### src/hdl/gspoll_pkg.sv
// ----------------------------------------------------------------------------
// gspoll_pkg
// Shared types, frame tables and key decode constants for the gamepad
// serial poll sequencer.
// ----------------------------------------------------------------------------
package gspoll_pkg;

  typedef enum logic [2:0] {
    PH_ENTER  = 3'd0,
    PH_ANALOG = 3'd1,
    PH_EXIT   = 3'd2,
    PH_IDCHK  = 3'd3,
    PH_POLL   = 3'd4
  } phase_t;

  localparam logic [7:0] ANALOG_ID_RESET = 8'h73;

  // frame byte positions that carry the id and report data
  localparam logic [3:0] POS_ID      = 4'd1;
  localparam logic [3:0] POS_BTN_1ST = 4'd3;
  localparam logic [3:0] POS_BTN_2ND = 4'd4;
  localparam logic [3:0] POS_STICK_X = 4'd7;

  // first button byte patterns (active low)
  localparam logic [7:0] BTN_START = 8'hF7;
  localparam logic [7:0] BTN_UP    = 8'hEF;
  localparam logic [7:0] BTN_LEFT  = 8'h7F;
  localparam logic [7:0] BTN_RIGHT = 8'hDF;
  localparam logic [7:0] BTN_DOWN  = 8'h9F;

  // second button byte patterns (active low)
  localparam logic [7:0] BTN_L2     = 8'hFE;
  localparam logic [7:0] BTN_R2     = 8'hFD;
  localparam logic [7:0] BTN_L1     = 8'hFB;
  localparam logic [7:0] BTN_R1     = 8'hF7;
  localparam logic [7:0] BTN_A      = 8'hEF;
  localparam logic [7:0] BTN_CIRCLE = 8'hDF;
  localparam logic [7:0] BTN_CROSS  = 8'hBF;
  localparam logic [7:0] BTN_SQUARE = 8'h7F;

  localparam logic [2:0] K1_NONE  = 3'd0;
  localparam logic [2:0] K1_START = 3'd1;
  localparam logic [2:0] K1_UP    = 3'd2;
  localparam logic [2:0] K1_LEFT  = 3'd3;
  localparam logic [2:0] K1_RIGHT = 3'd4;
  localparam logic [2:0] K1_DOWN  = 3'd5;

  localparam logic [3:0] K2_NONE   = 4'd0;
  localparam logic [3:0] K2_L2     = 4'd1;
  localparam logic [3:0] K2_R2     = 4'd2;
  localparam logic [3:0] K2_L1     = 4'd3;
  localparam logic [3:0] K2_R1     = 4'd4;
  localparam logic [3:0] K2_A      = 4'd5;
  localparam logic [3:0] K2_CIRCLE = 4'd6;
  localparam logic [3:0] K2_CROSS  = 4'd7;
  localparam logic [3:0] K2_SQUARE = 4'd8;

  typedef struct packed {
    logic [7:0] buttons_first;
    logic [7:0] buttons_second;
    logic [7:0] stick_x;
    logic [7:0] stick_y;
    logic [2:0] first_key_code;
    logic [3:0] second_key_code;
    logic [3:0] stick_flags;
  } report_t;

  // index of the last byte of a frame; unused codes act as enter config
  function automatic logic [3:0] frame_last(phase_t ph);
    logic [3:0] r;
    case (ph)
      PH_ANALOG, PH_EXIT, PH_IDCHK, PH_POLL: r = 4'd8;
      default:  r = 4'd4;
    endcase
    return r;
  endfunction

  function automatic logic [7:0] frame_cmd(phase_t ph, logic [3:0] pos);
    logic [7:0] c;
    c = 8'h00;
    if (pos == 4'd0) begin
      c = 8'h01;
    end else begin
      case (ph)
        PH_ANALOG: begin
          case (pos)
            4'd1:    c = 8'h44;
            4'd3:    c = 8'h01;
            4'd4:    c = 8'h03;
            default: c = 8'h00;
          endcase
        end
        PH_EXIT: begin
          case (pos)
            4'd1:    c = 8'h43;
            4'd4, 4'd5, 4'd6, 4'd7, 4'd8: c = 8'h5A;
            default: c = 8'h00;
          endcase
        end
        PH_IDCHK, PH_POLL: begin
          case (pos)
            4'd1:    c = 8'h42;
            default: c = 8'h00;
          endcase
        end
        default: begin
          case (pos)
            4'd1:    c = 8'h43;
            4'd3:    c = 8'h01;
            default: c = 8'h00;
          endcase
        end
      endcase
    end
    return c;
  endfunction

endpackage

### src/hdl/gspoll_ifs.sv
// ----------------------------------------------------------------------------
// gspoll channel interfaces
// Valid/ready channels for response bytes, command results and the
// analog id register write.
// ----------------------------------------------------------------------------
interface gspoll_resp_if;
  logic       valid;
  logic       ready;
  logic [7:0] resp_byte;
  modport source (output valid, output resp_byte, input ready);
  modport sink   (input valid, input resp_byte, output ready);
endinterface

interface gspoll_cmd_if;
  logic       valid;
  logic       ready;
  logic [7:0] next_cmd;
  logic       frame_done;
  logic       report_valid;
  logic [7:0] buttons_first;
  logic [7:0] buttons_second;
  logic [7:0] stick_x;
  logic [7:0] stick_y;
  logic [2:0] first_key_code;
  logic [3:0] second_key_code;
  logic [3:0] stick_flags;
  logic       in_analog_mode;
  modport source (
    output valid, output next_cmd, output frame_done, output report_valid,
    output buttons_first, output buttons_second, output stick_x, output stick_y,
    output first_key_code, output second_key_code, output stick_flags,
    output in_analog_mode, input ready
  );
  modport sink (
    input valid, input next_cmd, input frame_done, input report_valid,
    input buttons_first, input buttons_second, input stick_x, input stick_y,
    input first_key_code, input second_key_code, input stick_flags,
    input in_analog_mode, output ready
  );
endinterface

interface gspoll_cfg_if;
  logic       valid;
  logic       ready;
  logic [7:0] analog_id;
  modport source (output valid, output analog_id, input ready);
  modport sink   (input valid, input analog_id, output ready);
endinterface

### src/hdl/gspoll_report_decode.sv
// ----------------------------------------------------------------------------
// gspoll_report_decode
// Builds the poll report: key codes from exact button patterns and stick
// extreme flags; all fields zero when no report is due.
// ----------------------------------------------------------------------------
module gspoll_report_decode import gspoll_pkg::*; (
  input  logic       en,
  input  logic [7:0] btn_first,
  input  logic [7:0] btn_second,
  input  logic [7:0] stick_x,
  input  logic [7:0] stick_y,
  output report_t    report
);

  logic [2:0] k1;
  logic [3:0] k2;

  always_comb begin
    case (btn_first)
      BTN_START: k1 = K1_START;
      BTN_UP:    k1 = K1_UP;
      BTN_LEFT:  k1 = K1_LEFT;
      BTN_RIGHT: k1 = K1_RIGHT;
      BTN_DOWN:  k1 = K1_DOWN;
      default:   k1 = K1_NONE;
    endcase
  end

  always_comb begin
    case (btn_second)
      BTN_L2:     k2 = K2_L2;
      BTN_R2:     k2 = K2_R2;
      BTN_L1:     k2 = K2_L1;
      BTN_R1:     k2 = K2_R1;
      BTN_A:      k2 = K2_A;
      BTN_CIRCLE: k2 = K2_CIRCLE;
      BTN_CROSS:  k2 = K2_CROSS;
      BTN_SQUARE: k2 = K2_SQUARE;
      default:    k2 = K2_NONE;
    endcase
  end

  always_comb begin
    report = '0;
    if (en) begin
      report.buttons_first   = btn_first;
      report.buttons_second  = btn_second;
      report.stick_x         = stick_x;
      report.stick_y         = stick_y;
      report.first_key_code  = k1;
      report.second_key_code = k2;
      report.stick_flags     = {stick_y == 8'hFF, stick_y == 8'h00,
                                stick_x == 8'hFF, stick_x == 8'h00};
    end
  end

endmodule

### src/hdl/gamepad_serial_poll_sequencer_top.sv
// ----------------------------------------------------------------------------
// gamepad_serial_poll_sequencer_top
// Byte-level host sequencer: config frames until analog id matches, then
// 9-byte polls with decoded report.
// ----------------------------------------------------------------------------
//  channel  dir  payload
//  resp     in   resp_byte
//  cmd      out  next_cmd, frame_done, report fields, in_analog_mode
//  cfg      in   analog_id write
//
//  one request per cycle; the result is registered and shows in the
//  cycle after acceptance. frame state and decode sit between the
//  accepted byte and the result register. resp is taken while the result
//  register is empty or being drained, so a stalled cmd side holds one
//  result and stops further requests. sync reset returns to the enter
//  config frame and sets analog_id to 0x73; cfg is always ready.
module gamepad_serial_poll_sequencer_top import gspoll_pkg::*; (
  input  logic clk,
  input  logic rst,
  gspoll_resp_if.sink  resp,
  gspoll_cmd_if.source cmd,
  gspoll_cfg_if.sink   cfg
);

  logic [7:0] analog_id;
  phase_t     phase, phase_next;
  logic [3:0] byte_pos, byte_pos_next;
  logic [7:0] id_seen, id_seen_next;
  logic [7:0] held_btn_first, held_btn_first_next;
  logic [7:0] held_btn_second, held_btn_second_next;
  logic [7:0] held_stick_x, held_stick_x_next;

  logic       out_valid;
  logic       take;
  logic       is_last;
  logic       report_en;
  report_t    report;
  report_t    report_q;
  logic [7:0] cmd_q;
  logic       frame_done_q;
  logic       report_valid_q;
  logic       analog_q;

  assign resp.ready = !out_valid || cmd.ready;
  assign take       = resp.valid && resp.ready;
  assign cfg.ready  = 1'b1;

  always_comb begin
    id_seen_next         = id_seen;
    held_btn_first_next  = held_btn_first;
    held_btn_second_next = held_btn_second;
    held_stick_x_next    = held_stick_x;
    phase_next           = phase;
    report_en            = 1'b0;
    is_last              = byte_pos >= frame_last(phase);

    if (phase == PH_IDCHK && byte_pos == POS_ID) begin
      id_seen_next = resp.resp_byte;
    end
    if (phase == PH_POLL) begin
      if (byte_pos == POS_BTN_1ST) begin
        held_btn_first_next = resp.resp_byte;
      end else if (byte_pos == POS_BTN_2ND) begin
        held_btn_second_next = resp.resp_byte;
      end else if (byte_pos == POS_STICK_X) begin
        held_stick_x_next = resp.resp_byte;
      end
    end

    if (is_last) begin
      byte_pos_next = 4'd0;
      case (phase)
        PH_POLL:   report_en = 1'b1;
        PH_IDCHK:  phase_next = (id_seen == analog_id) ? PH_POLL : PH_ENTER;
        PH_ENTER:  phase_next = PH_ANALOG;
        PH_ANALOG: phase_next = PH_EXIT;
        PH_EXIT:   phase_next = PH_IDCHK;
        default:   phase_next = PH_ANALOG;
      endcase
    end else begin
      byte_pos_next = byte_pos + 4'd1;
    end
  end

  gspoll_report_decode u_decode (
    .en         (report_en),
    .btn_first  (held_btn_first),
    .btn_second (held_btn_second),
    .stick_x    (held_stick_x),
    .stick_y    (resp.resp_byte),
    .report     (report)
  );

  always_ff @(posedge clk) begin
    if (rst) begin
      analog_id <= ANALOG_ID_RESET;
    end else if (cfg.valid) begin
      analog_id <= cfg.analog_id;
    end
  end

  always_ff @(posedge clk) begin
    if (rst) begin
      phase           <= PH_ENTER;
      byte_pos        <= 4'd0;
      id_seen         <= 8'd0;
      held_btn_first  <= 8'd0;
      held_btn_second <= 8'd0;
      held_stick_x    <= 8'd0;
      out_valid       <= 1'b0;
    end else begin
      if (take) begin
        phase           <= phase_next;
        byte_pos        <= byte_pos_next;
        id_seen         <= id_seen_next;
        held_btn_first  <= held_btn_first_next;
        held_btn_second <= held_btn_second_next;
        held_stick_x    <= held_stick_x_next;
        out_valid       <= 1'b1;
      end else if (cmd.ready) begin
        out_valid <= 1'b0;
      end
    end
  end

  always_ff @(posedge clk) begin
    if (take) begin
      cmd_q          <= frame_cmd(phase_next, byte_pos_next);
      frame_done_q   <= is_last;
      report_valid_q <= report_en;
      report_q       <= report;
      analog_q       <= (phase_next == PH_POLL);
    end
  end

  assign cmd.valid           = out_valid;
  assign cmd.next_cmd        = cmd_q;
  assign cmd.frame_done      = frame_done_q;
  assign cmd.report_valid    = report_valid_q;
  assign cmd.buttons_first   = report_q.buttons_first;
  assign cmd.buttons_second  = report_q.buttons_second;
  assign cmd.stick_x         = report_q.stick_x;
  assign cmd.stick_y         = report_q.stick_y;
  assign cmd.first_key_code  = report_q.first_key_code;
  assign cmd.second_key_code = report_q.second_key_code;
  assign cmd.stick_flags     = report_q.stick_flags;
  assign cmd.in_analog_mode  = analog_q;

endmodule
### src/flat_wrapper.sv
// flat-port wrapper written by rule: the top's interface ports become plain ports
module gamepad_serial_poll_sequencer_top_flat import gspoll_pkg::*;
  (clk, rst, resp_valid, resp_resp_byte, resp_ready, cmd_valid, cmd_next_cmd, cmd_frame_done, cmd_report_valid, cmd_buttons_first, cmd_buttons_second, cmd_stick_x, cmd_stick_y, cmd_first_key_code, cmd_second_key_code, cmd_stick_flags, cmd_in_analog_mode, cmd_ready, cfg_valid, cfg_analog_id, cfg_ready);
  gspoll_resp_if resp_i ();
  gspoll_cmd_if cmd_i ();
  gspoll_cfg_if cfg_i ();
  input  logic clk;
  input  logic rst;
  input wire logic [$bits(resp_i.valid)-1:0] resp_valid;
  input wire logic [$bits(resp_i.resp_byte)-1:0] resp_resp_byte;
  output wire logic [$bits(resp_i.ready)-1:0] resp_ready;
  output wire logic [$bits(cmd_i.valid)-1:0] cmd_valid;
  output wire logic [$bits(cmd_i.next_cmd)-1:0] cmd_next_cmd;
  output wire logic [$bits(cmd_i.frame_done)-1:0] cmd_frame_done;
  output wire logic [$bits(cmd_i.report_valid)-1:0] cmd_report_valid;
  output wire logic [$bits(cmd_i.buttons_first)-1:0] cmd_buttons_first;
  output wire logic [$bits(cmd_i.buttons_second)-1:0] cmd_buttons_second;
  output wire logic [$bits(cmd_i.stick_x)-1:0] cmd_stick_x;
  output wire logic [$bits(cmd_i.stick_y)-1:0] cmd_stick_y;
  output wire logic [$bits(cmd_i.first_key_code)-1:0] cmd_first_key_code;
  output wire logic [$bits(cmd_i.second_key_code)-1:0] cmd_second_key_code;
  output wire logic [$bits(cmd_i.stick_flags)-1:0] cmd_stick_flags;
  output wire logic [$bits(cmd_i.in_analog_mode)-1:0] cmd_in_analog_mode;
  input wire logic [$bits(cmd_i.ready)-1:0] cmd_ready;
  input wire logic [$bits(cfg_i.valid)-1:0] cfg_valid;
  input wire logic [$bits(cfg_i.analog_id)-1:0] cfg_analog_id;
  output wire logic [$bits(cfg_i.ready)-1:0] cfg_ready;
  assign resp_i.valid = resp_valid;
  assign resp_i.resp_byte = resp_resp_byte;
  assign resp_ready = resp_i.ready;
  assign cmd_valid = cmd_i.valid;
  assign cmd_next_cmd = cmd_i.next_cmd;
  assign cmd_frame_done = cmd_i.frame_done;
  assign cmd_report_valid = cmd_i.report_valid;
  assign cmd_buttons_first = cmd_i.buttons_first;
  assign cmd_buttons_second = cmd_i.buttons_second;
  assign cmd_stick_x = cmd_i.stick_x;
  assign cmd_stick_y = cmd_i.stick_y;
  assign cmd_first_key_code = cmd_i.first_key_code;
  assign cmd_second_key_code = cmd_i.second_key_code;
  assign cmd_stick_flags = cmd_i.stick_flags;
  assign cmd_in_analog_mode = cmd_i.in_analog_mode;
  assign cmd_i.ready = cmd_ready;
  assign cfg_i.valid = cfg_valid;
  assign cfg_i.analog_id = cfg_analog_id;
  assign cfg_ready = cfg_i.ready;
  gamepad_serial_poll_sequencer_top u_core (.clk(clk), .rst(rst), .resp(resp_i), .cmd(cmd_i), .cfg(cfg_i));
endmodule
### config.mk
export PLATFORM = sky130hd
export DESIGN_NAME = gamepad_serial_poll_sequencer_top_flat
export DESIGN_NICKNAME = d
export VERILOG_FILES = /design/src/hdl/gspoll_pkg.sv /design/src/hdl/gspoll_ifs.sv /design/src/hdl/gspoll_report_decode.sv /design/src/hdl/gamepad_serial_poll_sequencer_top.sv /design/src/flat_wrapper.sv
export SDC_FILE = /design/constraint.sdc
export NUM_CORES = 1
export LEC_CHECK = 0
export BUFFER_PORTS_ARGS = -buffer_cell sky130_fd_sc_hd__buf_2
export CORE_UTILIZATION = 35
export DETAILED_ROUTE_END_ITERATION = 16
export PLACE_DENSITY_LB_ADDON = 0.15
export SLEW_MARGIN = 20
export SYNTH_ARGS = -nofsm -noshare
export SYNTH_HDL_FRONTEND = slang
export SYNTH_SLANG_ARGS = --single-unit
### constraint.sdc
create_clock -name clk -period 3.84 [get_ports clk]
set_clock_uncertainty 0.1 [all_clocks]
set_input_delay 0.768 -clock clk [delete_from_list [all_inputs] [get_ports clk]]
set_output_delay 0.768 -clock clk [all_outputs]
set_load 0.005 [all_outputs]
==> impl_results.rst, run 1 <==
.. list-table::
   :header-rows: 1

   * - Metric
     - Value
   * - Routed via count divided by cell count
     - 5.08
   * - Startpoint of the worst hold path
     - u_core.held_stick_x[6]$_SDFFE_PP0P_
   * - Fmax achieved
     - 349 MHz
   * - Kind of start point of the critical path
     - flop
   * - Initial Utilization
     - 35.8%
   * - Worst IR drop on VDD
     - 0.000174 V
   * - Arrival time at the worst endpoint
     - 2.86 ns
   * - Flip-flop cell with the highest count after synthesis
     - sky130_fd_sc_hd__edfxtp_1
   * - Total die area
     - 0.0134 mm²
   * - Worst min-delay path category
     - flop to flop
   * - Number of search-and-repair iterations in the first detailed-routing pass
     - 4
   * - Slack of the worst reg-to-reg path
     - 0.98 ns
   * - Die outline width
     - 116 µm
   * - Final period util
     - 74.5%
   * - Count of flip-flops with a built-in enable after synthesis
     - 51
   * - Post-synth design cell area
     - 0.00452 mm²
   * - Worst-Skew Late Latency
     - 0.34 ns
   * - Number of nets with antenna violations after routing
     - 0
   * - PnR worst setup slack
     - 0.977 ns
   * - Total power of the final layout
     - 2270 µW
   * - Number of cells traversed by the worst register-to-register path
     - 9
   * - Hold path cells
     - 2
   * - Part of the Yosys area used for sequential elements
     - 55.2%
   * - Worst endpoint required time
     - 3.84 ns
   * - Total number of nets in the final design
     - 509
   * - Count of different cell masters after synthesis
     - 54
   * - Number of storage elements in the synthesis netlist
     - 99
   * - HPWL reported at the end of detailed placement
     - 7000 µm
   * - Clock transition at the registers of the reported paths
     - 0.07 ns
   * - Ratio of cells with drive above 1 in the final layout
     - 21.5%
   * - Area growth from synthesis to final layout
     - 16.2%
   * - Number of global-route vias before repair
     - 3152
   * - Hold Vio Cnt, Final
     - 0
   * - Largest family of logic cells by synthesized area
     - simple AND/OR/NAND/NOR gates
   * - Measured slew at the worst slew-check pin
     - 0.652 ns
   * - Beginning of the worst register-to-register path
     - u_core.phase[2]$_SDFFE_PP0P_
   * - Run status
     - completed
   * - Worst slew margin relative to its limit
     - 56.1%
   * - Total Negative Setup Slacks
     - 0 ns
   * - Worst-case clock buffer depth
     - 2
   * - PortBufs
     - 74
   * - Number of sinks driven by the clock tree
     - 99
   * - CORE AREA
     - 0.0126 mm²
   * - Global-route wire length before repair
     - 16300 µm
   * - Worst-case setup slack after placement
     - 0.977 ns
   * - # H-tree levels
     - 3
   * - Pin count of the biggest net entering global routing
     - 41
   * - Routed WL
     - 10200 µm
   * - Routed length per placed instance
     - 15.5 µm
   * - Overall via count from detail_route
     - 3354
   * - Initial DRC Count
     - 256
   * - Largest fanout on the critical path
     - 40
   * - Max Cap Viol
     - 0
   * - Vertical die dimension
     - 116 µm
   * - Ant. Diodes
     - 0
   * - Number of warnings printed during yosys synthesis
     - 0
   * - CTS tree
     - yes
   * - Share of the synthesized area in compound gates (AO/OA/AOI/OAI)
     - 9.66%
   * - Number of buffers created by CTS
     - 9
   * - Gate count of the mapped netlist
     - 429
   * - Hold Crit Endpoint
     - u_core.held_stick_x[6]$_SDFFE_PP0P_
   * - Number of antenna violations at the first check in global routing
     - 0
   * - Cell at the root of the clock tree
     - sky130_fd_sc_hd__clkbuf_16
   * - Total power per unit cell area
     - 432 mW/mm²
   * - Post-synthesis xor/xnor area fraction
     - 3.10%
   * - Detailed-route DRC error count
     - 0
   * - Final weighted congestion of routability-driven global placement
     - 0.858
   * - RSZ-0062 raised after global routing
     - no
   * - Multiplexer fraction of the synthesized cell area
     - 4.21%
   * - Type of the setup path with the least slack
     - flop to flop
   * - Site row count
     - 41
   * - Endpoint of the most critical register-to-register path
     - u_core.cmd.stick_flags[0]$_SDFFCE_PN0P_
   * - Quantity of gates resized following cts
     - 0
   * - GRT Resource Usage Total
     - 16.2%
   * - Adder and majority gate portion of the synthesized area
     - 1.38%
   * - Mean instance size in the synthesized netlist
     - 10.5 µm²
   * - Critical path endpoint category
     - flop
   * - Share of synthesized registers carrying an async set or reset
     - 0%
   * - Buffers inserted during post-CTS setup optimization
     - 0
   * - Area share of and/or/nand/nor cells after synthesis
     - 20.9%
   * - Aggregate global routing overflow
     - 0
   * - Quantity of hold-fixing buffers added after cts
     - 0
   * - Time the final worst path needs with I/O delays and setup
     - 2.86 ns
   * - Final setup vio count
     - 0
   * - Static leakage
     - 0.00227 µW
   * - Final Max Slew Viols
     - 0
   * - I/O pin count
     - 78
synthesized netlist by cell type, types with 6 or more instances:
| library cell | instances | area share, % |
|---|---|---|
| sky130_fd_sc_hd__a21oi_1 | 30 | 3.3 |
| sky130_fd_sc_hd__nand4_1 | 8 | 1.1 |
| sky130_fd_sc_hd__edfxtp_1 | 51 | 34 |
| sky130_fd_sc_hd__xor2_1 | 12 | 2.3 |
| sky130_fd_sc_hd__mux2i_1 | 19 | 4.2 |
| sky130_fd_sc_hd__nor2b_1 | 10 | 1.4 |
| sky130_fd_sc_hd__nor4_1 | 10 | 1.4 |
| sky130_fd_sc_hd__a211o_1 | 6 | 1.2 |
| sky130_fd_sc_hd__dfxtp_1 | 48 | 21 |
| sky130_fd_sc_hd__nor2_1 | 28 | 2.3 |
| sky130_fd_sc_hd__nand2_1 | 21 | 1.7 |
| sky130_fd_sc_hd__o21ai_0 | 12 | 1.3 |
| sky130_fd_sc_hd__nor3_1 | 9 | 1.0 |
| sky130_fd_sc_hd__nand3_1 | 31 | 3.4 |
| sky130_fd_sc_hd__inv_1 | 14 | 1.2 |
| sky130_fd_sc_hd__clkbuf_1 | 15 | 1.2 |
| sky130_fd_sc_hd__and3_1 | 30 | 4.2 |
worst max path at each step:
stage	startpoint	to	slack, ns	depth (start not counted)
floorplan	resp_valid	u_core.byte_pos[3]$_SDFFE_PP0P_	0.80	5
global placement	u_core.phase[2]$_SDFFE_PP0P_	u_core.cmd.stick_flags[0]$_SDFFCE_PN0P_	1.07	9
detailed placement	u_core.phase[2]$_SDFFE_PP0P_	u_core.cmd.stick_flags[0]$_SDFFCE_PN0P_	0.98	9
CTS	u_core.phase[2]$_SDFFE_PP0P_	u_core.cmd.stick_flags[0]$_SDFFCE_PN0P_	0.97	9
global route	u_core.phase[2]$_SDFFE_PP0P_	u_core.cmd.stick_flags[0]$_SDFFCE_PN0P_	0.74	9
finish	u_core.phase[2]$_SDFFE_PP0P_	u_core.cmd.stick_flags[0]$_SDFFCE_PN0P_	0.98	9
worst max-delay path, cell delays in order (launching register included):
cell and delay (ns):
sky130_fd_sc_hd__dfxtp_1 0.51, sky130_fd_sc_hd__inv_1 0.16, sky130_fd_sc_hd__xnor2_1 0.24, sky130_fd_sc_hd__ha_1 0.26, sky130_fd_sc_hd__a21bo_2 0.22, sky130_fd_sc_hd__a21oi_4 0.29, sky130_fd_sc_hd__inv_2 0.32, sky130_fd_sc_hd__nand2_1 0.26
sky130_fd_sc_hd__inv_1 0.10, sky130_fd_sc_hd__and3_1 0.15
report_power, final:
| group | switching, µW | internal, µW |
|---|---|---|
| combinational | 123 | 74.5 |
| clock | 376 | 520 |
| sequential | 19.1 | 1150 |
per-stage QoR:
| step | std cells | hold WS [ns] | cell area, µm² | util (%) |
|---|---|---|---|---|
| floorplan | 430 | 0.362 | 4520 | - |
| global placement | 644 | 0.399 | 4950 | 39.3 |
| detailed placement | 644 | 0.394 | 4950 | 39.3 |
| CTS | 660 | 0.404 | 5250 | 41.6 |
| global route | 660 | 0.441 | 5250 | 41.6 |
| finish | 660 | 0.401 | 5250 | 41.6 |
area by class of cell:
| cell class | instances | area (µm²) |
|---|---|---|
| fillers | 1257 | 7370 |
| flip-flops and latches | 99 | 2490 |
| multi-input cells | 281 | 1790 |
| repair buffers | 77 | 405 |
| clock buffers | 11 | 243 |
| well taps | 172 | 215 |
| inverters | 15 | 56.3 |
| clock inverters | 5 | 51.3 |
sequential cells by signal, indices dropped and copies added, names as in the netlist, 4 cells and up:
name                        count
u_core.cmd.stick_y              8
u_core.cmd.stick_flags          4
u_core.id_seen                  8
u_core.held_btn_second          8
u_core.cmd.second_key_code      4
u_core.cmd.next_cmd             5
u_core.cmd.buttons_first        8
u_core.cmd.stick_x              8
u_core.held_stick_x             8
u_core.byte_pos                 4
u_core.analog_id                8
u_core.held_btn_first           8
u_core.cmd.buttons_second       8
cell usage in the layout, fill, tap and decap left out, types with 3 or more instances in the layout:
cell type and n:
sky130_fd_sc_hd__nor4_1 10, sky130_fd_sc_hd__a21oi_1 30, sky130_fd_sc_hd__inv_1 13, sky130_fd_sc_hd__conb_1 3, sky130_fd_sc_hd__a211o_1 6, sky130_fd_sc_hd__ha_1 5
sky130_fd_sc_hd__nor3_1 9, sky130_fd_sc_hd__o21ai_0 12, sky130_fd_sc_hd__o31ai_1 4, sky130_fd_sc_hd__nand4_1 8, sky130_fd_sc_hd__edfxtp_1 51, sky130_fd_sc_hd__xor2_1 12
sky130_fd_sc_hd__xnor2_1 4, sky130_fd_sc_hd__nand2_1 21, sky130_fd_sc_hd__nand3_1 31, sky130_fd_sc_hd__dfxtp_1 48, sky130_fd_sc_hd__mux2i_1 19, sky130_fd_sc_hd__and3_1 30
sky130_fd_sc_hd__clkinv_2 3, sky130_fd_sc_hd__nor2b_1 10, sky130_fd_sc_hd__nor2_1 28, sky130_fd_sc_hd__clkbuf_16 9, sky130_fd_sc_hd__nand2b_1 3, sky130_fd_sc_hd__o22ai_1 3
sky130_fd_sc_hd__buf_2 74
routing by layer:
layer	GRT usage, %	vias up	wire, µm
li1	-	1657	-
met4	7.61	0	184
met5	0	-	0
met1	22.3	1584	4890
met2	24.6	98	4650
met3	3.19	15	479
kinds of logic after synthesis:
kind of cell | after synthesis
AO/OA/AOI/OAI | 69
multiplexers | 19
flip-flops | 99
buffers and inverters | 50
adder cells (fa/ha/maj) | 5
other | 2
XOR/XNOR | 16
AND/OR/NAND/NOR | 169
(Power assumes the default switching activity.)
==> run 2: changes to the inputs <==
clock period = 2.5 ns   (was 3.84 ns; I/O delays follow)
==> run 2 against run 1 <==
Combinational power is 75% higher. Core utilization is 1.1 points higher. Clock power is 60% higher.
==> impl_results.rst, run 2 (same netlist as run 1, synthesis figures left out) <==
.. list-table::
   :header-rows: 1

   * - Metric
     - Value
   * - Run status
     - completed (unchanged)
   * - Arrival time at the worst endpoint
     - 2.38 ns (was 2.86 ns)
   * - Worst IR drop on VDD
     - 0.000270 V (was 0.000174 V)
   * - Slack of the worst reg-to-reg path
     - 0.21 ns (was 0.98 ns)
   * - Initial Utilization
     - 35.8% (unchanged)
   * - Number of antenna violations at the first check in global routing
     - 0 (unchanged)
   * - Startpoint of the worst hold path
     - cfg_analog_id[5] (was u_core.held_stick_x[6]$_SDFFE_PP0P_)
   * - Worst-Skew Late Latency
     - 0.35 ns (was 0.34 ns)
   * - Global Route met3 Usage
     - 3.40% (was 3.19%)
   * - Final weighted congestion of routability-driven global placement
     - 0.785 (was 0.858)
   * - Worst slew margin relative to its limit
     - 63.8% (was 56.1%)
   * - Clock transition at the registers of the reported paths
     - 0.07 ns (about the same)
   * - Critical path endpoint category
     - flop (unchanged)
   * - Overall via count from detail_route
     - 3459 (was 3354)
   * - Routed via count divided by cell count
     - 5.11 (was 5.08)
   * - Quantity of gates resized following cts
     - 0 (unchanged)
   * - Clk pwr share
     - 40.1% (was 39.5%)
   * - PnR worst setup slack
     - 0.213 ns (was 0.977 ns)
   * - Total number of nets in the final design
     - 526 (was 509)
   * - Number of cells traversed by the worst register-to-register path
     - 6 (was 9)
   * - Number of nets with antenna violations after routing
     - 0 (unchanged)
   * - Layer with the highest usage
     - met2 (unchanged)
   * - Ratio of cells with drive above 1 in the final layout
     - 24.2% (was 21.5%)
   * - Final Max Slew Viols
     - 0 (unchanged)
   * - Highest cell delay on the worst timing path
     - 0.53 ns (was 0.51 ns)
   * - Hold Vio Cnt, Final
     - 0 (unchanged)
   * - CTS tree
     - yes (unchanged)
   * - # H-tree levels
     - 3 (unchanged)
   * - Area growth from synthesis to final layout
     - 19.3% (was 16.2%)
   * - Detailed-route DRC error count
     - 0 (unchanged)
   * - Endpoint of the most critical register-to-register path
     - u_core.cmd.next_cmd[1]$_SDFFCE_PN0P_ (was u_core.cmd.stick_flags[0]$_SDFFCE_PN0P_)
   * - Number of sinks driven by the clock tree
     - 99 (unchanged)
   * - Chain of cells forming the critical path
     - inv_1 > ha_1 > or4bb_1 > o22ai_1 > a22oi_1 > a21oi_1 (was inv_1 > xnor2_1 > ha_1 > a21bo_2 > a21oi_4 > inv_2 > nand2_1 > inv_1 > and3_1)
   * - Sequential fraction of design power
     - 50.2% (was 51.7%)
   * - PortBufs
     - 74 (unchanged)
   * - Share of power burned in combinational logic
     - 9.7% (was 8.7%)
   * - First element of the critical path
     - u_core.byte_pos[1]$_SDFFE_PP0P_ (was u_core.phase[2]$_SDFFE_PP0P_)
   * - Global-route wire length before repair
     - 16600 µm (was 16300 µm)
   * - GRT Resource Usage Total
     - 16.4% (was 16.2%)
   * - Final period util
     - 91.5% (was 74.5%)
   * - Hold Crit Endpoint
     - u_core.analog_id[5]$_SDFFE_PP1P_ (was u_core.held_stick_x[6]$_SDFFE_PP0P_)
   * - Worst min-delay path category
     - primary input to flop (was flop to flop)
   * - Total power per unit cell area
     - 663 mW/mm² (was 432 mW/mm²)
   * - Switching power
     - 833 µW (was 519 µW)
   * - Measured slew at the worst slew-check pin
     - 0.543 ns (was 0.652 ns)
   * - Die outline width
     - 116 µm (unchanged)
   * - CORE AREA
     - 0.0126 mm² (unchanged)
   * - Internal power
     - 2740 µW (was 1750 µW)
   * - Aggregate global routing overflow
     - 0 (unchanged)
   * - Number of buffers created by CTS
     - 9 (unchanged)
   * - Count of fill cells added during filler insertion
     - 1283 (was 1257)
   * - Time the final worst path needs with I/O delays and setup
     - 2.29 ns (was 2.86 ns)
   * - Cell at the root of the clock tree
     - sky130_fd_sc_hd__clkbuf_16 (unchanged)
   * - Type of the setup path with the least slack
     - flop to flop (unchanged)
   * - Max Cap Viol
     - 0 (unchanged)
   * - Post-Route Hold Slack
     - 0.256 ns (was 0.401 ns)
   * - RSZ-0062 raised after global routing
     - no (unchanged)
   * - Worst-case setup slack after placement
     - 0.234 ns (was 0.977 ns)
   * - Number of search-and-repair iterations in the first detailed-routing pass
     - 4 (unchanged)
   * - Met1 layer usage reported by global route
     - 21.3% (was 22.3%)
   * - GR Layer Usage met2
     - 26.6% (was 24.6%)
   * - Largest fanout on the critical path
     - 7 (was 40)
   * - Routed WL
     - 10500 µm (was 10200 µm)
   * - Total die area
     - 0.0134 mm² (unchanged)
   * - Number of global-route vias before repair
     - 3298 (was 3152)
   * - Worst-case clock buffer depth
     - 2 (unchanged)
   * - HPWL reported at the end of detailed placement
     - 7420 µm (was 7000 µm)
   * - Kind of start point of the critical path
     - flop (unchanged)
   * - I/O pin count
     - 78 (unchanged)
   * - Quantity of hold-fixing buffers added after cts
     - 0 (unchanged)
   * - Static leakage
     - 0.00235 µW (was 0.00227 µW)
   * - Beginning of the worst register-to-register path
     - u_core.byte_pos[1]$_SDFFE_PP0P_ (was u_core.phase[2]$_SDFFE_PP0P_)
   * - Fmax achieved
     - 437 MHz (was 349 MHz)
   * - Site row count
     - 41 (unchanged)
   * - Fraction of power spent switching nets
     - 23.3% (was 22.9%)
   * - Buffers inserted during post-CTS setup optimization
     - 0 (unchanged)
   * - Commonest cells after routing, fill and taps aside
     - sky130_fd_sc_hd__buf_2 (74), sky130_fd_sc_hd__edfxtp_1 (51), sky130_fd_sc_hd__dfxtp_1 (48) (unchanged)
   * - Pin count of the biggest net entering global routing
     - 28 (was 41)
   * - Layout Utilization
     - 42.7% (was 41.6%)
   * - Slowest stage cell on the critical path
     - sky130_fd_sc_hd__or4bb_1 (was sky130_fd_sc_hd__dfxtp_1)
   * - Final setup vio count
     - 0 (unchanged)
   * - Ant. Diodes
     - 0 (unchanged)
   * - Routed length per placed instance
     - 15.5 µm (about the same)
   * - Worst endpoint required time
     - 2.59 ns (was 3.84 ns)
   * - Leading cell type in the layout, fill and taps excluded
     - sky130_fd_sc_hd__buf_2 (unchanged)
   * - Initial DRC Count
     - 141 (was 256)
   * - Vertical die dimension
     - 116 µm (unchanged)
   * - Total Negative Setup Slacks
     - 0 ns (unchanged)
   * - Hold path cells
     - 2 (unchanged)
[run 2: changes by cell type in the layout (fill, tap and decap cells not counted), moves of 2 or more]
| cell | before | now |
|---|---|---|
| sky130_fd_sc_hd__buf_4 | 2 | 20 |
| sky130_fd_sc_hd__clkbuf_16 | 9 | 11 |
| sky130_fd_sc_hd__clkinv_2 | 3 | 0 |
| sky130_fd_sc_hd__clkinvlp_4 | 0 | 2 |
[run 2: worst max-delay path, delay by kind of cell (launching register included)]
kind,cells,cell delay (ns)
buf+inv,1,0.11
flops,1,0.48
simple gates,1,0.53
compound gates,3,0.54
fa+ha+maj,1,0.40
[run 2: how the worst max path moves through the flow]
stage,to,depth (start not counted),slack [ns]
after detailed placement,u_core.cmd.stick_flags[2]$_SDFFCE_PN0P_,9,0.23
final,u_core.cmd.next_cmd[1]$_SDFFCE_PN0P_,6,0.21
after floorplan,u_core.cmd.stick_x[7]$_SDFFCE_PN0P_,10,0.04
after CTS,u_core.cmd.stick_flags[2]$_SDFFCE_PN0P_,9,0.21
after global routing,u_core.cmd.stick_flags[2]$_SDFFCE_PN0P_,9,0.09
after global placement,u_core.cmd.next_cmd[6]$_SDFFCE_PN0P_,6,0.24
[run 2: power by group through the flow]
stage / combinational [µW] / sequential, µW / clock, µW
5_1_grt: 388 / 1800 / 1520
3_5_place_dp: 349 / 1830 / 0
6_report: 347 / 1800 / 1430
3_3_place_gp: 343 / 1830 / 0
2_1_floorplan: 190 / 1840 / 0
4_1_cts: 349 / 1800 / 1470
[run 2: per-stage QoR]
step	instances	total power, µW	area (µm²)
floorplan	430	2030	4530
detailed placement	661	2180	5070
global placement	661	2170	5070
global route	677	3710	5390
CTS	677	3610	5390
finish	677	3570	5390
[run 2: metal layers]
| metal | share of wire [%] | wire length (µm) |
|---|---|---|
| met4 | 1.7 | 178 |
| met1 | 46 | 4840 |
| met2 | 47 | 4960 |
| met5 | 0 | 0 |
| met3 | 5.1 | 536 |
[run 2: layout make-up]
cell class	count	area [µm²]	share of cell area, %
multi-input combinational	281	1790	33.1
tap	172	215	3.99
sequential	99	2490	46.2
clock inverter	3	25.0	0.464
inverter	15	60.1	1.11
clock buffer	13	293	5.43
timing repair buffer	94	520	9.65
==> run 3: changes to the inputs <==
ABC_AREA = 1   (was unset)
==> run 3 against run 2 <==
Critical path depth grew 9. Largest cell class unchanged. Combinational power grew to 2.6 times the previous value. Register-to-register slack worse by 0.08 ns. Setup slack worse by 0.085 ns. Hold slack better by 0.011 ns. Synthesized cell count is 19% higher. Final cell count up 13%. Routed wire length shrank 8.8%. Sequential cell count unchanged. Fmax shrank 3.6%. Die area grew 1.3%. Highest routed layer unchanged.
==> impl_results.rst, run 3 <==
.. list-table::
   :header-rows: 1

   * - Metric
     - Value
   * - Run status
     - completed (unchanged)
   * - Hold Vio Cnt, Final
     - 0 (unchanged)
   * - Number of nets with antenna violations after routing
     - 0 (unchanged)
   * - Worst min-delay path category
     - primary input to flop (unchanged)
   * - Routed WL
     - 9590 µm (was 10500 µm)
   * - Final Max Slew Viols
     - 0 (unchanged)
   * - GRT Resource Usage Total
     - 15.2% (was 16.4%)
   * - Vertical die dimension
     - 116 µm (about the same)
   * - Area growth from synthesis to final layout
     - 20.8% (was 19.3%)
   * - Highest cell delay on the worst timing path
     - 0.37 ns (was 0.53 ns)
   * - PortBufs
     - 74 (unchanged)
   * - Critical path's top delay family
     - simple AND/OR/NAND/NOR gates (was compound AO/OA/AOI/OAI gates)
   * - Total power of the final layout
     - 4090 µW (was 3570 µW)
   * - Gate count of the mapped netlist
     - 512 (was 429)
   * - Combined buffer and inverter count along the critical path
     - 0 (was 1)
   * - Cell at the root of the clock tree
     - sky130_fd_sc_hd__clkbuf_16 (unchanged)
   * - Total number of nets in the final design
     - 616 (was 526)
   * - Aggregate global routing overflow
     - 0 (unchanged)
   * - Fmax achieved
     - 422 MHz (was 437 MHz)
   * - Hold path cells
     - 3 (was 2)
   * - Final weighted congestion of routability-driven global placement
     - 0.809 (was 0.785)
   * - Final period util
     - 94.9% (was 91.5%)
   * - Number of sinks driven by the clock tree
     - 99 (unchanged)
   * - Site row count
     - 41 (unchanged)
   * - Slack of the worst reg-to-reg path
     - 0.13 ns (was 0.21 ns)
   * - Worst endpoint required time
     - 2.50 ns (was 2.59 ns)
   * - Number of storage elements in the synthesis netlist
     - 99 (unchanged)
   * - Pin count of the biggest net entering global routing
     - 44 (was 28)
   * - Ratio of cells with drive above 1 in the final layout
     - 25.0% (was 24.2%)
   * - Final non-filler cell total
     - 767 (was 677)
   * - Cell type contributing the most total cell area after synthesis
     - sky130_fd_sc_hd__edfxtp_1 (unchanged)
   * - Count of fill cells added during filler insertion
     - 1311 (was 1283)
   * - Worst slew margin relative to its limit
     - 65.7% (was 63.8%)
   * - Die outline width
     - 116 µm (about the same)
   * - Total Negative Setup Slacks
     - 0 ns (unchanged)
   * - Number of warnings printed during yosys synthesis
     - 0 (unchanged)
   * - Number of cells traversed by the worst register-to-register path
     - 15 (was 6)
   * - Area used by multi-input combinational logic
     - 0.00175 mm² (was 0.00179 mm²)
   * - Commonest cells after routing, fill and taps aside
     - sky130_fd_sc_hd__buf_2 (74), sky130_fd_sc_hd__inv_1 (73), sky130_fd_sc_hd__nand2_1 (63) (was sky130_fd_sc_hd__buf_2 (74), sky130_fd_sc_hd__edfxtp_1 (51), sky130_fd_sc_hd__dfxtp_1 (48))
   * - Critical path endpoint category
     - flop (unchanged)
   * - Placed insts
     - 749 (was 661)
   * - Worst-case clock buffer depth
     - 2 (unchanged)
   * - Kind of start point of the critical path
     - flop (unchanged)
   * - Number of global-route vias before repair
     - 3329 (was 3298)
   * - Initial Utilization
     - 36.1% (was 35.8%)
   * - Slowest stage cell on the critical path
     - sky130_fd_sc_hd__dfxtp_4 (was sky130_fd_sc_hd__or4bb_1)
   * - # H-tree levels
     - 3 (unchanged)
   * - Number of buffers created by CTS
     - 9 (unchanged)
   * - Detailed-route DRC error count
     - 0 (unchanged)
   * - Initial DRC Count
     - 190 (was 141)
   * - Total die area
     - 0.0135 mm² (was 0.0134 mm²)
   * - CORE AREA
     - 0.0127 mm² (was 0.0126 mm²)
   * - Beginning of the worst register-to-register path
     - u_core.phase[0]$_SDFFE_PP0P_ (was u_core.byte_pos[1]$_SDFFE_PP0P_)
   * - Max Cap Viol
     - 0 (unchanged)
   * - Final setup vio count
     - 0 (unchanged)
   * - Post-synth top cells
     - sky130_fd_sc_hd__inv_1 (75), sky130_fd_sc_hd__nand2_1 (66), sky130_fd_sc_hd__nor2_1 (56) (was sky130_fd_sc_hd__edfxtp_1 (51), sky130_fd_sc_hd__dfxtp_1 (48), sky130_fd_sc_hd__nand3_1 (31))
   * - Measured slew at the worst slew-check pin
     - 0.514 ns (was 0.543 ns)
   * - Time the final worst path needs with I/O delays and setup
     - 2.37 ns (was 2.29 ns)
   * - Number of antenna violations at the first check in global routing
     - 0 (unchanged)
   * - Global-route wire length before repair
     - 15700 µm (was 16600 µm)
   * - Arrival time at the worst endpoint
     - 2.37 ns (was 2.38 ns)
   * - Total power per unit cell area
     - 740 mW/mm² (was 663 mW/mm²)
   * - Chain of cells forming the critical path
     - nor2_4 > nand2_4 > nand2_1 > nor2_4 > ha_1 > nand2_2 > nor2_4 > nor2_4 > nand2_1 > nand2_2 > nor2_4 > nand3_4 > nor2_2 > nor2_2 > nand3_2 (was inv_1 > ha_1 > or4bb_1 > o22ai_1 > a22oi_1 > a21oi_1)
   * - Hold Crit Endpoint
     - u_core.analog_id[0]$_SDFFE_PP1P_ (was u_core.analog_id[5]$_SDFFE_PP1P_)
   * - Cell mode on critical path
     - sky130_fd_sc_hd__nor2_4
   * - Number of search-and-repair iterations in the first detailed-routing pass
     - 4 (unchanged)
   * - Ant. Diodes
     - 0 (unchanged)
   * - Part of the Yosys area used for sequential elements
     - 54.4% (was 55.2%)
   * - Cells taking the most area after synthesis
     - sky130_fd_sc_hd__edfxtp_1 (33%), sky130_fd_sc_hd__dfxtp_1 (21%), sky130_fd_sc_hd__inv_1 (6.1%) (was sky130_fd_sc_hd__edfxtp_1 (34%), sky130_fd_sc_hd__dfxtp_1 (21%), sky130_fd_sc_hd__mux2i_1 (4.2%))
   * - Area share of the largest cell type after synthesis
     - 33.4% (was 33.9%)
   * - Post-synth design cell area
     - 0.00458 mm² (was 0.00452 mm²)
   * - Leading cell type in the layout, fill and taps excluded
     - sky130_fd_sc_hd__buf_2 (unchanged)
   * - Post-Route Hold Slack
     - 0.267 ns (was 0.256 ns)
   * - Share of synthesized registers carrying an async set or reset
     - 0% (unchanged)
   * - Cell with the most instances after synthesis
     - sky130_fd_sc_hd__inv_1 (was sky130_fd_sc_hd__edfxtp_1)
   * - Overall via count from detail_route
     - 3538 (was 3459)
   * - I/O pin count
     - 78 (unchanged)
   * - Largest fanout on the critical path
     - 7 (unchanged)
   * - Count of different cell masters after synthesis
     - 38 (was 54)
   * - Clock transition at the registers of the reported paths
     - 0.07 ns (about the same)
   * - Worst IR drop on VDD
     - 0.000261 V (was 0.000270 V)
   * - Startpoint of the worst hold path
     - cfg_analog_id[0] (was cfg_analog_id[5])
   * - Worst-Skew Late Latency
     - 0.34 ns (was 0.35 ns)
   * - Type of the setup path with the least slack
     - flop to flop (unchanged)
   * - Routed length per placed instance
     - 12.5 µm (was 15.5 µm)
   * - Static leakage
     - 0.00231 µW (was 0.00235 µW)
   * - Total area of sequential cells
     - 0.00250 mm² (was 0.00249 mm²)
   * - RSZ-0062 raised after global routing
     - no (unchanged)
   * - Layout Utilization
     - 43.7% (was 42.7%)
   * - Endpoint of the most critical register-to-register path
     - u_core.cmd.next_cmd[0]$_SDFFCE_PN1P_ (was u_core.cmd.next_cmd[1]$_SDFFCE_PN0P_)
   * - Flip-flop cell with the highest count after synthesis
     - sky130_fd_sc_hd__edfxtp_1 (unchanged)
   * - Mean instance size in the synthesized netlist
     - 8.94 µm² (was 10.5 µm²)
   * - CTS tree
     - yes (unchanged)
   * - HPWL reported at the end of detailed placement
     - 6980 µm (was 7420 µm)
   * - Routed via count divided by cell count
     - 4.61 (was 5.11)
   * - Count of flip-flops with a built-in enable after synthesis
     - 51 (unchanged)
-- run 3: metrics by stage --
stage               instance area (µm²)  setup slack (ns)
floorplan                          4580             0.158
global placement                   5160            0.0879
detailed placement                 5160           -0.0348
CTS                                5440            0.0292
global route                       5530           0.00732
finish                             5530             0.129
-- run 3: report_power, final --
group          switching, µW  internal (µW)
registers               44.6           1820
logic                    561            331
clock network            563            774
total                   1170           2930
-- run 3: worst register-to-register path, stage by stage (launching register included) --
cell and delay, ns:
sky130_fd_sc_hd__dfxtp_4 0.37, sky130_fd_sc_hd__nor2_4 0.14, sky130_fd_sc_hd__nand2_4 0.05, sky130_fd_sc_hd__nand2_1 0.10
sky130_fd_sc_hd__nor2_4 0.06, sky130_fd_sc_hd__ha_1 0.31, sky130_fd_sc_hd__nand2_2 0.10, sky130_fd_sc_hd__nor2_4 0.04
sky130_fd_sc_hd__nor2_4 0.22, sky130_fd_sc_hd__nand2_1 0.10, sky130_fd_sc_hd__nand2_2 0.15, sky130_fd_sc_hd__nor2_4 0.05
sky130_fd_sc_hd__nand3_4 0.10, sky130_fd_sc_hd__nor2_2 0.05, sky130_fd_sc_hd__nor2_2 0.11, sky130_fd_sc_hd__nand3_2 0.07
-- run 3: cell type report --
cell class | count | share of cell area, %
Clock inverter | 3 | 0.724
Tap cell | 172 | 3.89
Multi-Input combinational cell | 313 | 31.5
Timing Repair Buffer | 85 | 8.64
Clock buffer | 13 | 4.34
Inverter | 82 | 5.65
Sequential cell | 99 | 45.2
-- run 3: what timing repair did --
item	4_1_cts	5_1_grt
setup buffers	0	2
pin swaps	0	2
hold endpoints to repair	0	0
resized for setup	2	18
hold buffers	0	0
setup endpoints to repair	2	3
-- run 3: cells by family after synthesis --
group                      share of synthesized area [%]
AOI/OAI and AO/OA                                   11.2
xor gates and xnor gates                           0.574
adders and majority gates                           1.37
buffers and inverters                               9.02
DFF                                                 54.4
other                                              0.164
and+or+nand+nor                                     23.2
-- run 3: per-layer routing --
metal / up-vias / part of all wire, % / track usage [%]
met3: 12 / 2.9 / 3.17
met4: 0 / 1.9 / 6.67
met2: 59 / 47 / 25.1
met1: 1608 / 48 / 19.1
met5: - / 0 / 0
li1: 1859 / - / -
-- run 3: worst max-delay path by stage --
stage,start,endpoint,slack [ns],cells after the start
finish,u_core.phase[0]$_SDFFE_PP0P_,u_core.cmd.next_cmd[0]$_SDFFCE_PN1P_,0.13,15
global route,u_core.phase[0]$_SDFFE_PP0P_,u_core.cmd.next_cmd[0]$_SDFFCE_PN1P_,0.007,17
CTS,u_core.phase[2]$_SDFFE_PP0P_,u_core.cmd.next_cmd[1]$_SDFFCE_PN0P_,0.03,15
global placement,u_core.phase[0]$_SDFFE_PP0P_,u_core.cmd.next_cmd[1]$_SDFFCE_PN0P_,0.09,16
floorplan,u_core.phase[2]$_SDFFE_PP0P_,u_core.cmd.next_cmd[0]$_SDFFCE_PN1P_,0.16,15
detailed placement,u_core.phase[0]$_SDFFE_PP0P_,u_core.cmd.next_cmd[1]$_SDFFCE_PN0P_,-0.03,15
